File: config.mk
export PLATFORM = sky130hd
export DESIGN_NAME = perfect_number_tester
export DESIGN_NICKNAME = d
export VERILOG_FILES = /design/src/sv/pnt_pkg.sv /design/src/sv/pnt_div.sv /design/src/sv/perfect_number_tester.sv
export SDC_FILE = /design/constraint.sdc
export NUM_CORES = 1
export LEC_CHECK = 0
export BUFFER_PORTS_ARGS = -buffer_cell sky130_fd_sc_hd__buf_2
export CORE_MARGIN = 10
export CORE_UTILIZATION = 60
export CTS_BUF_LIST = sky130_fd_sc_hd__clkbuf_4 sky130_fd_sc_hd__clkbuf_8 sky130_fd_sc_hd__clkbuf_16
export DETAILED_ROUTE_END_ITERATION = 12
export PLACE_DENSITY = 0.78
export REMOVE_ABC_BUFFERS = 1
export SYNTH_ARGS = -nofsm -noshare
export SYNTH_HDL_FRONTEND = slang
export SYNTH_HIERARCHICAL = 1
export SYNTH_SLANG_ARGS = --single-unit
File: constraint.sdc
create_clock -name clk -period 7.2 [get_ports clk]
set_input_delay 1.44 -clock clk [delete_from_list [all_inputs] [get_ports clk]]
set_output_delay 1.44 -clock clk [all_outputs]
set_load 0.1 [all_outputs]
File: src/sv/pnt_pkg.sv
package pnt_pkg;

    localparam int PNT_VALUE_BITS = 31;

    typedef enum logic [2:0] {
        ST_IDLE,
        ST_START,
        ST_DIV,
        ST_CHECK,
        ST_OUT
    } pnt_state_t;

endpackage

File: src/sv/pnt_div.sv
module pnt_div #(
    parameter int W = 31
) (
    input  logic         clk,
    input  logic         rst_n,
    input  logic         start,
    input  logic [W-1:0] dividend,
    input  logic [W-1:0] divisor,
    output logic         done,
    output logic [W-1:0] quotient,
    output logic [W-1:0] remainder
);

    localparam int CNT_W = $clog2(W + 1);

    logic [W-1:0]     rem_reg, rem_next;
    logic [W-1:0]     quot_reg, quot_next;
    logic [W-1:0]     divisor_reg, divisor_next;
    logic [CNT_W-1:0] count_reg, count_next;
    logic             busy_reg, busy_next;
    logic             done_reg, done_next;
    logic [W:0]       trial;
    logic [W:0]       diff;
    logic             fits;

    // one quotient bit per cycle, restoring form
    always_comb
    begin
        trial        = {rem_reg, quot_reg[W-1]};
        diff         = trial - {1'b0, divisor_reg};
        fits         = trial >= {1'b0, divisor_reg};
        rem_next     = rem_reg;
        quot_next    = quot_reg;
        divisor_next = divisor_reg;
        count_next   = count_reg;
        busy_next    = busy_reg;
        done_next    = 1'b0;
        if (start)
        begin
            rem_next     = '0;
            quot_next    = dividend;
            divisor_next = divisor;
            count_next   = '0;
            busy_next    = 1'b1;
        end
        else if (busy_reg)
        begin
            rem_next   = fits ? diff[W-1:0] : trial[W-1:0];
            quot_next  = {quot_reg[W-2:0], fits};
            count_next = count_reg + CNT_W'(1);
            if (count_reg == CNT_W'(W - 1))
            begin
                busy_next = 1'b0;
                done_next = 1'b1;
            end
        end
    end

    always_ff @(posedge clk or negedge rst_n)
    begin
        if (!rst_n)
        begin
            busy_reg  <= 1'b0;
            done_reg  <= 1'b0;
            count_reg <= '0;
        end
        else
        begin
            busy_reg  <= busy_next;
            done_reg  <= done_next;
            count_reg <= count_next;
        end
    end

    always_ff @(posedge clk)
    begin
        rem_reg     <= rem_next;
        quot_reg    <= quot_next;
        divisor_reg <= divisor_next;
    end

    assign done      = done_reg;
    assign quotient  = quot_reg;
    assign remainder = rem_reg;

endmodule

File: src/sv/perfect_number_tester.sv
// Perfect number tester. Each candidate on the input channel yields one result: the
// candidate echoed on tested_value and is_perfect set when the proper divisors of the
// candidate add up to it (1 is never perfect). Divisors are found by trial division with
// a bit-serial divider that produces one quotient bit per cycle. Trials run from 2 up to
// floor(sqrt(candidate)) + 1, the last one only finding that the divisor has passed the
// square root, and stop early once the divisor sum passes the candidate. One candidate is
// worked on at a time; a finished result sits in the output register while the next
// candidate is taken in.
module perfect_number_tester
    import pnt_pkg::*;
#(
    parameter int VALUE_BITS = PNT_VALUE_BITS
) (
    input  logic                  clk,
    input  logic                  rst_n,
    input  logic                  in_valid,
    output logic                  in_ready,
    input  logic [VALUE_BITS-1:0] candidate,
    output logic                  out_valid,
    input  logic                  out_ready,
    output logic [VALUE_BITS-1:0] tested_value,
    output logic                  is_perfect
);

    localparam int SUM_W = VALUE_BITS + 2;

    pnt_state_t            state_reg, state_next;
    logic [VALUE_BITS-1:0] n_reg, n_next;
    logic [VALUE_BITS-1:0] d_reg, d_next;
    logic [SUM_W-1:0]      total_reg, total_next;
    logic                  verdict_reg, verdict_next;
    logic                  out_valid_reg, out_valid_next;
    logic [VALUE_BITS-1:0] tested_value_reg, tested_value_next;
    logic                  is_perfect_reg, is_perfect_next;
    logic                  div_start;
    logic                  div_done;
    logic [VALUE_BITS-1:0] quot;
    logic [VALUE_BITS-1:0] rem;
    logic [SUM_W-1:0]      cofactor;

    pnt_div #(
        .W (VALUE_BITS)
    ) u_div (
        .clk       (clk),
        .rst_n     (rst_n),
        .start     (div_start),
        .dividend  (n_reg),
        .divisor   (d_reg),
        .done      (div_done),
        .quotient  (quot),
        .remainder (rem)
    );

    always_comb
    begin
        state_next        = state_reg;
        n_next            = n_reg;
        d_next            = d_reg;
        total_next        = total_reg;
        verdict_next      = verdict_reg;
        out_valid_next    = out_valid_reg;
        tested_value_next = tested_value_reg;
        is_perfect_next   = is_perfect_reg;
        div_start         = 1'b0;
        in_ready          = 1'b0;
        cofactor          = (quot != d_reg) ? SUM_W'(quot) : '0;

        if (out_valid_reg && out_ready)
            out_valid_next = 1'b0;

        case (state_reg)
            ST_IDLE:
            begin
                in_ready = 1'b1;
                if (in_valid)
                begin
                    n_next     = candidate;
                    d_next     = VALUE_BITS'(2);
                    total_next = SUM_W'(1);
                    state_next = ST_START;
                end
            end
            ST_START:
            begin
                // the sum only grows, so passing the candidate settles the answer
                if (total_reg > SUM_W'(n_reg))
                begin
                    verdict_next = 1'b0;
                    state_next   = ST_OUT;
                end
                else
                begin
                    div_start  = 1'b1;
                    state_next = ST_DIV;
                end
            end
            ST_DIV:
            begin
                if (div_done)
                    state_next = ST_CHECK;
            end
            ST_CHECK:
            begin
                // d > n/d means d*d > n: all divisor pairs seen
                if (d_reg > quot)
                begin
                    verdict_next = (n_reg != VALUE_BITS'(1)) && (total_reg == SUM_W'(n_reg));
                    state_next   = ST_OUT;
                end
                else
                begin
                    if (rem == '0)
                        total_next = total_reg + SUM_W'(d_reg) + cofactor;
                    d_next     = d_reg + VALUE_BITS'(1);
                    state_next = ST_START;
                end
            end
            ST_OUT:
            begin
                if (!out_valid_reg || out_ready)
                begin
                    out_valid_next    = 1'b1;
                    tested_value_next = n_reg;
                    is_perfect_next   = verdict_reg;
                    state_next        = ST_IDLE;
                end
            end
            default:
            begin
                state_next = ST_IDLE;
            end
        endcase
    end

    always_ff @(posedge clk or negedge rst_n)
    begin
        if (!rst_n)
        begin
            state_reg     <= ST_IDLE;
            out_valid_reg <= 1'b0;
        end
        else
        begin
            state_reg     <= state_next;
            out_valid_reg <= out_valid_next;
        end
    end

    always_ff @(posedge clk)
    begin
        n_reg            <= n_next;
        d_reg            <= d_next;
        total_reg        <= total_next;
        verdict_reg      <= verdict_next;
        tested_value_reg <= tested_value_next;
        is_perfect_reg   <= is_perfect_next;
    end

    assign out_valid    = out_valid_reg;
    assign tested_value = tested_value_reg;
    assign is_perfect   = is_perfect_reg;

endmodule

# After elaboration in Yosys (flattened, before gate mapping)
# Index checks and enable logic that the tools add are counted.
# Widths: inputs -> output; s select.
# op_classes
n_addsub	5
magnitude_cmp	3
eq_ne	15
muxes	34
n_reduce_logical	15
# ops
operator	n
$mux 31	6
$mux 33	3
$add 33x31->33	2
$pmux 33 s2	1
$pmux 31 s2	1
$eq 33x31->1	1
$gt 33x31->1	1
$ge 32x31->1	1
$add 31x1->31 const B	1
$gt 31x31->1	1
$logic_not 31->1	1
$ne 31x1->1 const B	1
$ne 31x31->1	1
$sub 31x31->31	1
$mux 3	5
$pmux 3 s5	1
$mux 1	14
$ne 2x2->1 const B	6
$mux 5	2
$reduce_and 3->1	3
$eq 3x2->1 const B	2
$reduce_bool 2->1	3
$add 5x1->5 const B	1
$eq 5x5->1 const B	1
10 further kinds	12
# word_totals
reg_bits	232
output_inout_bits	34
wordCells	86

# Depth between registers and ports, before layout
# Gate-level depths: netlist of the first run.
# depth
word_depth	6
ltp_mapped	20

# Hierarchy
# The synthesis of the first run kept the hierarchy.
# by_module_without_submodules
module	instances	cells_each	area_each_um2	seq_area_each_um2
perfect_number_tester	1	823	8972.4	3943.8
pnt_div	1	594	5949.5	2657.5

# Worst setup path before layout of the first run
# Ideal clock, no wire load.
# synth_timing
kind	reg2reg
from	register total_reg[29]
to	register u_div.quot_reg[0] (netlist: u_div/quotient[0]), enable pin
setup_time_ns	0.374
arrival_time_ns	6.204
required_time_ns	6.826
slack_ns	0.622
stages_incl_launch_ff	11
n_path_buf	2
synth_period_minus_slack_ns	6.578
cell_sequence	edfxtp_1 ha_1 nand2_1 or4_1 nor3_1 nand4_1 and2_1 nor4b_1 clkbuf_1 clkbuf_1 or2_2
# synth_between
elab_chain_cells	4
# synth_lines
item	line_no	text
start: declaration	perfect_number_tester.sv:30	logic [SUM_W-1:0] total_reg, total_next;
start signal: assignment	perfect_number_tester.sv:153	total_reg <= total_next;
$gt 33x31->1	perfect_number_tester.sv:86	if (total_reg > SUM_W'(n_reg))
$mux 1	perfect_number_tester.sv:86	
$mux 1	perfect_number_tester.sv:71	case (state_reg)
named net div_start	perfect_number_tester.sv:35	logic div_start;
$reduce_bool 2->1 (no source line)	-	
end signal: assignment	pnt_div.sv:78	quot_reg <= quot_next;
end: declaration	pnt_div.sv:17	logic [W-1:0] quot_reg, quot_next;
# The timed path passes the listed nets, and every way through them passes these cells.
# A chain may end at the register's enable or synchronous reset.

# Worst setup path after layout of the first run
# layout_timing
from	register d_reg[27]
to	register total_reg[27], data pin
# layout_between
elab_chain_cells	6
elab_cells_between_ends	7
# layout_lines
item	line_no	text
start: declaration	perfect_number_tester.sv:29	logic [VALUE_BITS-1:0] d_reg, d_next;
start signal: assignment	perfect_number_tester.sv:152	d_reg <= d_next;
branches (longest 2 deep; another with $add 33x31->33)	-	
$add 33x31->33 *	perfect_number_tester.sv:113	total_next = total_reg + SUM_W'(d_reg) + cofactor;
$mux 33 *	perfect_number_tester.sv:112	if (rem == '0)
$mux 33 *	perfect_number_tester.sv:105	if (d_reg > quot)
$pmux 33 s2 *	perfect_number_tester.sv:71	
# Every way passes the cells marked *. The select of a mux whose other input is x is not followed.

==> results of run 1 <==
-- per-layer routing --
metal	GRT usage, %	up-vias	share of wire [%]
met5	0	-	0
met4	7.75	0	3.4
met2	37.4	388	47
met3	4.04	77	6.7
li1	-	5293	-
met1	30.1	5290	43
-- worst paths after layout --
path / to / from / slack [ps]
setup / recovery: total_reg[27] / d_reg[27] / 1110
hold / removal: is_perfect / verdict_reg / 490
setup reg to reg: total_reg[27] / d_reg[27] / 1110
hold reg to reg: is_perfect / verdict_reg / 490
max in group asynchronous: u_div/busy_reg / rst_n / 6100
min in group asynchronous: state_reg[1] / rst_n / 820
-- final cells by class --
cell class	count	share of cell area, %
flip-flops and latches	232	40.2
well taps	324	2.47
clock buffers	30	4.25
multi-input cells	1016	46.7
repair buffers	79	2.58
clock inverters	17	1.07
inverters	119	2.72
-- worst max-delay path, stage by stage, from the launching register on --
cell	delay [ps]
edfxtp_1	520
ha_1	380
nand2_1	80
or3_1	410
or3_1	440
or4_1	620
and2_1	210
fa_1	430
ha_1	260
fa_1	420
a21o_1	200
a21o_1	200
a211oi_2	300
o211ai_1	230
a31oi_1	480
o21bai_1	200
a311oi_1	350
mux2i_1	230
-- cells in the final DEF, fill, tap and decap left out, types with 6 or more instances in the layout --
master,n
clkinvlp_4,7
mux2_2,30
nor3b_1,6
or2_2,7
buf_2,68
or3_1,11
and3_1,17
o31a_1,6
nor2b_1,17
and2_1,40
ha_1,127
a21o_1,60
and4_1,7
nor2_1,122
xor2_1,37
fa_1,33
clkbuf_16,27
a211oi_1,28
nand4_1,34
a31oi_1,10
inv_1,119
o21a_1,16
nand2_1,75
dfxtp_1,31
o21ai_0,38
nor4_1,14
mux2i_1,12
a21oi_1,86
dfrtp_1,10
buf_4,11
nor3_1,29
o21bai_1,13
nand3_1,29
xnor2_1,26
o211ai_1,7
edfxtp_1,190
-- cell families (layout without fill, tap and decap cells) --
kind of cell	after synthesis	in the layout	synth area share, %
AO/OA/AOI/OAI	319	319	14.6
flip-flops	232	232	44.2
AND/OR/NAND/NOR	432	432	14.7
multiplexers	42	42	3.07
adder cells (fa/ha/maj)	160	160	15.1
XOR/XNOR	63	63	3.70
buffers and inverters	169	245	4.56
-- per-stage QoR --
step	area, um2	utilization [%]	hold WS, ps	setup WS [ps]	std cells
after global routing	16400	67.3	507	845	1817
after global placement	15500	63.7	488	1300	1770
after floorplan	14700	-	400	-5600	1367
after CTS	16400	67.3	496	1150	1817
final	16400	67.3	494	1110	1817
after detailed placement	15500	63.7	490	1180	1770
==> summary.md, run 1 <==
| Metric | Value |
|---|---|
| Max reg flops | 33 |
| DP Wirelength | ~26,000 um |
| Row Count | 57 |
| Die area | 0.0316 mm2 |
| Post-CTS Setup Bufs | 0 |
| Sum Neg Setup Slack | 0 ps |
| Synth Instances | ~1,400 |
| Asr flop ratio synth | 4.74% |
| Initial core utilization | 61.2% |
| Skew final | 19.8 ps |
| # Max-Cap Violations | 0 |
| Post-synth EDFFs | 190 |
| Drc violations | 0 |
| Final Hold Fails | 0 |
| Least-Margin Pin Slew | 893 ps |
| Clk_lat worst skew | 540 ps |
| CP endpoint kind | flop |
| CTS buffer count | 26 |
| Hold path cells | 0 |
| Tot GR Track Use | 22.8% |
| Hold Path Class | reg -> reg |
| DRT Pass-1 Iters | 5 |
| Peak Freq | 164 MHz |
| DR WL/cell | 19.6 um |
| Clock Tree Root | clkbuf_16 |
| CP Launch Type | flop |
| Post-route minimum period | approximately 6000 ps |
| Gr ovfl total | 0 |
| CTS tree | done |
| Synthesis Warnings | 6 |
| Reg2Reg Depth | 17 |
| Clock sink count | 232 |
| Top-area cell type share of the netlist area | 38.2% |
| Unrepaired setup endpoints after global routing | false |
| Post-Syn Area | 0.0149 mm2 |
| Core area | between 0.02 and 0.025 mm2 |
| I/O pins | ~70 |
| Worst endpoint data arrival time | 6480 ps |
| Die width | approximately 180 um |
| Tcrit/Tclk final | 84.6% |
| Antenna-violating nets left | 0 |
| Register area | 0.00660 mm2 |
| Clock Tree Buf Depth | 3 |
| CP max FO | 6 |
| Sequential-to-total area share from yosys stat | 44.2% |
| Largest area contributor in the netlist | edfxtp_1 |
| Commonest cells post-synth | edfxtp_1 (190), ha_1 (127), nor2_1 (122) |
| Largest net degree at the start of global routing | 78 |
| Slew Limit Fails | 0 |
| Die Y-Extent | roughly 180 um |
| Diodes inserted | 0 |
| Yosys reg bits | 232 |
| Worst path required time | 7590 ps |
| Vias/cell | 6.08 |
| Count leader, synth | edfxtp_1 |
| Layout Area Growth over Synthesis | 9.97% |
| Nets | between 1,500 and 2,000 |
| Post-synth top flop | edfxtp_1 |
| Iteration-0 DRC count of the detailed router | 907 |
| Initial antenna violation count | 0 |
| # port buffers | 68 |
| Slew margin rel. | 40.5% |
| Drt total wl | 35,700 um |
| Reg clk slew, reported paths | 60 ps |
| Share of post-route cells with drive strength above 1 | approximately 12% |
| Clock H-tree levels | 1 |
| First-pass GRT wire length | 58,100 um |
| Top post-synthesis cells by area | edfxtp_1 (38%), ha_1 (11%), fa_1 (4.4%) |
| # hold bufs at CTS | 0 |
| Resized Gates After CTS | 0 |
| Kind of critical path | reg -> reg |
| Netlist cell types | 78 |
| Gpl congestion | between 0.9 and 1 |
| Syn avg cell area | 10.5 um2 |
| Area of the multi-input gates | 0.00766 mm2 |
| Final setup vio count | 0 |
| Via count | 11,000 |
| Status | finished clean |
| Vias in the first global route | 10,900 |
| Fillers | 1,921 |
Power of run 1 is left out: the tool's default activity adds up to more than one toggle a clock period on the data nets, which glitch-free logic cannot reach.
==> run 2, diff against run 1 <==
ABC_AREA = 1   (was unset)
clock period = 6 ns   (was 7.2 ns; I/O delays follow)
==> run 2 against run 1 <==
Against the previous run:
- sequential share of layout area is 3.9 points lower
- synthesized area up 11%
- clock-buffer cell count grew 2
- synthesized cell count grew 52%
- critical path depth is 1 higher
- critical path type unchanged
- critical endpoint is now total_reg[31]
- largest cell class unchanged
==> summary.md, run 2 <==
| Metric | Value |
|---|---|
| Status | finished clean (unchanged) |
| Hold Path Class | reg -> reg (unchanged) |
| Slew Limit Fails | 0 (unchanged) |
| Worst endpoint data arrival time | 5060 ps (was 6480 ps) |
| Yosys reg bits | 232 (unchanged) |
| Largest net degree at the start of global routing | 63 (was 78) |
| Core area | 0.0271 mm2 (was 0.0244 mm2) |
| DP Wirelength | 36,000 um (was 26,500 um) |
| CP max FO | 12 (was 6) |
| DRT Pass-1 Iters | 6 (was 5) |
| # hold bufs at CTS | 0 (unchanged) |
| Drc violations | 0 (unchanged) |
| Largest area contributor in the netlist | edfxtp_1 (unchanged) |
| Clock sink count | 232 (unchanged) |
| Layout Area Growth over Synthesis | 9.49% (was 9.97%) |
| Final setup vio count | 0 (unchanged) |
| Post-synth EDFFs | 190 (unchanged) |
| Via count | 14,400 (was 11,000) |
| Diodes inserted | 0 (unchanged) |
| Placed cell area | 0.0173 mm2 (was 0.0155 mm2) |
| Top-area cell type share of the netlist area | 34.4% (was 38.2%) |
| Final Hold Fails | 0 (unchanged) |
| Iteration-0 DRC count of the detailed router | 1,535 (was 907) |
| Syn avg cell area | 7.71 um2 (was 10.5 um2) |
| Resized Gates After CTS | 0 (unchanged) |
| Post-Syn Area | 0.0166 mm2 (was 0.0149 mm2) |
| # Max-Cap Violations | 0 (unchanged) |
| Skew final | 21.4 ps (was 19.8 ps) |
| Critical path depth | 18 (was 17) |
| Max reg flops | 33 (unchanged) |
| Top post-synthesis cells by area | edfxtp_1 (34%), nand2_1 (15%), ha_1 (9.6%) (was edfxtp_1 (38%), ha_1 (11%), fa_1 (4.4%)) |
| Tcrit/Tclk final | 79.8% (was 84.6%) |
| Worst path slowest cell | edfxtp_1 (was or4_1) |
| Tot GR Track Use | 26.0% (was 22.8%) |
| Commonest cells after routing, fill and taps aside | nand2_1 (665), inv_1 (355), nor2_1 (204) (was edfxtp_1 (190), ha_1 (127), nor2_1 (122)) |
| Slew margin rel. | 27.3% (was 40.5%) |
| Clock Tree Root | clkbuf_16 (unchanged) |
| CTS buffer count | 26 (unchanged) |
| Die width | 186 um (was 178 um) |
| Nets | 2,423 (was 1,669) |
| Peak Freq | 209 MHz (was 164 MHz) |
| Commonest cells post-synth | nand2_1 (665), inv_1 (357), nor2_1 (207) (was edfxtp_1 (190), ha_1 (127), nor2_1 (122)) |
| Initial core utilization | 61.3% (was 61.2%) |
| Reg clk slew, reported paths | 60 ps (about the same) |
| Unrepaired setup endpoints after global routing | false (unchanged) |
| I/O pins | 69 (unchanged) |
| Drt total wl | 46,100 um (was 35,700 um) |
| R2R setup slack | 1210 ps (was 1110 ps) |
| Top cell by count, worst path | nand2_1 |
| Cells along the critical path | ha_1 > nand2_1 > nor4_1 > nand2_1 > inv_1 > nor2_1 > fa_1 > ha_1 > fa_1 > nand2_1 > nand2_1 > o21ai_0 > o21ai_0 > nand2_1 > nand2_1 > nand2_1 > a21oi_1 > nor2_1 (was ha_1 > nand2_1 > or3_1 > or3_1 > or4_1 > and2_1 > fa_1 > ha_1 > fa_1 > a21o_1 > a21o_1 > a211oi_2 > o211ai_1 > a31oi_1 > o21bai_1 > a311oi_1 > mux2i_1) |
| CP endpoint kind | flop (unchanged) |
| Row Count | 60 (was 57) |
| Synthesis Warnings | 6 (unchanged) |
| Post-synth top flop | edfxtp_1 (unchanged) |
| Reg2Reg Depth | 18 (was 17) |
| Clock H-tree levels | 1 (unchanged) |
| Share of post-route cells with drive strength above 1 | 8.10% (was 11.6%) |
| Post-route minimum period | 4790 ps (was 6090 ps) |
| Kind of critical path | reg -> reg (unchanged) |
| Antenna-violating nets left | 0 (unchanged) |
| Netlist cell types | 50 (was 78) |
| Die Y-Extent | 186 um (was 178 um) |
| Gpl congestion | 0.995 (was 0.967) |
| Setup crit end | total_reg[31] (was total_reg[27]) |
| Commonest non-fill, non-tap cell in the layout | nand2_1 (was edfxtp_1) |
| Worst path required time | 6270 ps (was 7590 ps) |
| Least-Margin Pin Slew | 1090 ps (was 893 ps) |
| Synth Instances | 2,153 (was 1,417) |
| Largest stage delay on the critical path | 580 ps (was 620 ps) |
| # port buffers | 68 (unchanged) |
| Clock Tree Buf Depth | 3 (unchanged) |
| R2r endpoint | total_reg[31] (was total_reg[27]) |
| Worst Path Buf+Inv | 1 (was 0) |
| Vias in the first global route | 14,300 (was 10,900) |
| Worst R2R Start | d_reg[10] (was d_reg[27]) |
| CP Launch Type | flop (unchanged) |
| Sequential-to-total area share from yosys stat | 39.8% (was 44.2%) |
| First-pass GRT wire length | 73,500 um (was 58,100 um) |
| Post-CTS Setup Bufs | 0 (unchanged) |
| Cell family with most CP delay | simple AND/OR/NAND/NOR gates (was compound AO/OA/AOI/OAI gates) |
| CP Launch Point | d_reg[10] (was d_reg[27]) |
| Asr flop ratio synth | 4.74% (unchanged) |
| Gr ovfl total | 0 (unchanged) |
| Count leader, synth | nand2_1 (was edfxtp_1) |
| Initial antenna violation count | 0 (unchanged) |
| CTS tree | done (unchanged) |
| Clk_lat worst skew | 540 ps (about the same) |
| Sum Neg Setup Slack | 0 ps (unchanged) |
| Design Area, Final | 0.0182 mm2 (was 0.0164 mm2) |
| Vias/cell | 5.51 (was 6.08) |
| Die area | 0.0347 mm2 (was 0.0316 mm2) |
| DR WL/cell | 17.6 um (was 19.6 um) |
==> run 2: cell type report <==
class                   count  area [um2]
well taps                 372         465
multi-input cells        1520        8470
repair buffers             79         423
clock inverters            15         131
inverters                 369        1390
fillers                  2340        8920
flip-flops and latches    232        6600
clock buffers              32         702
==> run 2: cells by family after synthesis <==
| group | count (synthesis) | share of synthesized area (%) |
|---|---|---|
| simple gates | 1141 | 29.9 |
| flops | 232 | 39.8 |
| compound gates | 201 | 6.49 |
| fa+ha+maj | 160 | 13.5 |
| xor+xnor | 18 | 0.950 |
| buf+inv | 401 | 9.38 |
==> run 2: worst min-delay path by stage <==
stage / start / to / cells past startpoint
global placement: verdict_reg / is_perfect / 0
floorplan: verdict_reg / is_perfect / 0
detailed placement: verdict_reg / is_perfect / 0
finish: verdict_reg / is_perfect / 0
global route: verdict_reg / is_perfect / 0
CTS: verdict_reg / is_perfect / 0
==> run 2: metal layers <==
metal / share of wire [%] / global-route usage [%] / vias up
li1: - / - / 7082
met1: 39 / 31.3 / 6627
met2: 49 / 45.6 / 590
met3: 6.8 / 2.59 / 141
met4: 5.1 / 12.5 / 0
met5: 0 / 0 / -
==> run 2: per-stage QoR <==
stage / std cells / worst slack, ps / util, % / hold slack [ps]
3_5_place_dp: 2572 / 1270 / 64.0 / 435
5_1_grt: 2619 / 836 / 67.1 / 457
6_report: 2619 / 1210 / 67.1 / 454
3_3_place_gp: 2572 / 1370 / 64.0 / 418
4_1_cts: 2619 / 1240 / 67.1 / 445
2_1_floorplan: 2121 / 383 / - / 400
Power of run 2 is left out for the same reason.
==> run 3, diff against run 2 <==
clock period = 4.41 ns   (was 6 ns; I/O delays follow)
==> run 3 against run 2 <==
Against the previous run:
- first-iteration DRC count hardly changed
- clock-buffer cell count down 2
- core utilization increased by 1.4 points
- critical path depth up 3
- global-route usage decreased by 0.078 points
- setup slack lost 950 ps
- critical endpoint is now total_reg[29]
==> summary.md, run 3 (synthesized netlist as in run 2, its figures left out) <==
| Metric | Value |
|---|---|
| PnR worst setup slack | 260 ps (was 1210 ps) |
| Via count | 14,700 (was 14,400) |
| CTS tree | done (unchanged) |
| Post-route minimum period | 4150 ps (was 4790 ps) |
| Drt total wl | 46,000 um (was 46,100 um) |
| Commonest non-fill, non-tap cell in the layout | nand2_1 (unchanged) |
| Post-CTS Setup Bufs | 0 (unchanged) |
| Gpl congestion | 1.06 (was 0.995) |
| Core area | 0.0271 mm2 (unchanged) |
| Die area | 0.0347 mm2 (unchanged) |
| Worst endpoint data arrival time | 4430 ps (was 5060 ps) |
| Largest net degree at the start of global routing | 42 (was 63) |
| DR WL/cell | 17.4 um (was 17.6 um) |
| CTS buffer count | 27 (was 26) |
| Worst path slowest cell | edfxtp_1 (unchanged) |
| Slew Limit Fails | 0 (unchanged) |
| Largest stage delay on the critical path | 460 ps (was 580 ps) |
| Cells along the critical path | ha_1 > nand2_1 > nor2_1 > nand3_1 > nor4_1 > nand2_1 > inv_2 > nor2_1 > fa_1 > ha_1 > fa_1 > nand2_1 > nand2_1 > o21ai_0 > inv_1 > nand3_1 > nand3_1 > nand2_1 > nand3_1 > nand2_1 > nor2_1 (was ha_1 > nand2_1 > nor4_1 > nand2_1 > inv_1 > nor2_1 > fa_1 > ha_1 > fa_1 > nand2_1 > nand2_1 > o21ai_0 > o21ai_0 > nand2_1 > nand2_1 > nand2_1 > a21oi_1 > nor2_1) |
| Gr ovfl total | 0 (unchanged) |
| WL met1 | 17,700 um (was 18,000 um) |
| Vias in the first global route | 14,500 (was 14,300) |
| Vias/cell | 5.55 (was 5.51) |
| CP max FO | 10 (was 12) |
| CP Launch Type | flop (unchanged) |
| Die width | 186 um (unchanged) |
| Clock Tree Buf Depth | 3 (unchanged) |
| Initial antenna violation count | 0 (unchanged) |
| Tot GR Track Use | 25.9% (was 26.0%) |
| Reg clk slew, reported paths | 60 ps (about the same) |
| CP Launch Point | d_reg[8] (was d_reg[10]) |
| Final Hold Fails | 0 (unchanged) |
| Top Metal Used | met4 (unchanged) |
| Die Y-Extent | 186 um (unchanged) |
| Clock H-tree levels | 1 (unchanged) |
| Commonest cells after routing, fill and taps aside | nand2_1 (665), inv_1 (354), nor2_1 (204) (was nand2_1 (665), inv_1 (355), nor2_1 (204)) |
| Cell family with most CP delay | simple AND/OR/NAND/NOR gates (unchanged) |
| Slew margin rel. | 28.5% (was 27.3%) |
| Status | finished clean (unchanged) |
| Tcrit/Tclk final | 94.1% (was 79.8%) |
| Met3 Routed Length | 3640 um (was 3140 um) |
| Layout Area Growth over Synthesis | 11.8% (was 9.49%) |
| Worst R2R Start | d_reg[8] (was d_reg[10]) |
| Worst Path Buf+Inv | 2 (was 1) |
| # port buffers | 68 (unchanged) |
| Diodes inserted | 0 (unchanged) |
| Worst path required time | 4690 ps (was 6270 ps) |
| # Max-Cap Violations | 0 (unchanged) |
| Post-Layout Cell Count | 2,653 (was 2,619) |
| Clk_lat worst skew | 550 ps (was 540 ps) |
| Row Count | 60 (unchanged) |
| Hold Path Class | in -> async (was reg -> reg) |
| Drc violations | 0 (unchanged) |
| Max reg flops | 33 (unchanged) |
| First-pass GRT wire length | 73,800 um (was 73,500 um) |
| Top cell by count, worst path | nand2_1 (unchanged) |
| Kind of critical path | reg -> reg (unchanged) |
| CP endpoint kind | flop (unchanged) |
| Clock sink count | 232 (unchanged) |
| # hold bufs at CTS | 0 (unchanged) |
| Skew final | 28.2 ps (was 21.4 ps) |
| WL met2 | 22,400 um (was 22,600 um) |
| Antenna-violating nets left | 0 (unchanged) |
| Pre-CTS WS | 230 ps (was 1270 ps) |
| Final setup vio count | 0 (unchanged) |
| Finished Core Util | 68.5% (was 67.1%) |
| Share of post-route cells with drive strength above 1 | 9.78% (was 8.10%) |
| Unrepaired setup endpoints after global routing | true (was false) |
| I/O pins | 69 (unchanged) |
| DP Wirelength | 36,000 um (about the same) |
| Initial core utilization | 61.3% (unchanged) |
| Peak Freq | 241 MHz (was 209 MHz) |
| Iteration-0 DRC count of the detailed router | 1,534 (was 1,535) |
| Clock Tree Root | clkbuf_16 (unchanged) |
| Nets | 2,455 (was 2,423) |
| Least-Margin Pin Slew | 1070 ps (was 1090 ps) |
| Placed Cells incl. Taps | 2,603 (was 2,572) |
| DRT Pass-1 Iters | 6 (unchanged) |
==> run 3: worst paths after layout <==
check	to	slack [ps]	cells after the start
min in group clk	is_perfect	450	0
worst max-delay path	total_reg[29]	260	21
worst min-delay path	u_div/count_reg[0]	220	1
max in group asynchronous	state_reg[2]	3990	1
worst min register to register	is_perfect	450	0
worst max register to register	total_reg[29]	260	21
==> run 3: through the flow <==
stage / setup TNS [ps] / instance area (um2) / hold WS, ps
after global routing: -5.40 / 18600 / 227
after CTS: 0 / 18600 / 214
final: 0 / 18600 / 216
after global placement: 0 / 17600 / 432
after detailed placement: 0 / 17600 / 436
after floorplan: -45280 / 16400 / 400
==> run 3: layer usage <==
layer  up-vias  track usage [%]
li1       7133                -
met1      6780             30.7
met2       666             45.3
met3       137             3.45
met4         0             12.9
met5         -                0
==> run 3: cell type report <==
type / count / area (um2)
clock buffers: 30 / 698
clock inverters: 20 / 269
fillers: 2206 / 8530
inverters: 369 / 1390
multi-input cells: 1520 / 8480
flip-flops and latches: 232 / 6600
well taps: 372 / 465
repair buffers: 110 / 672
==> run 3: repair_timing <==
item | 4_1_cts | 5_1_grt
endpoints found under the setup margin | 0 | 15
endpoints found under the hold margin | 0 | 0
gates resized for setup | 0 | 7
Power of run 3 is left out for the same reason.
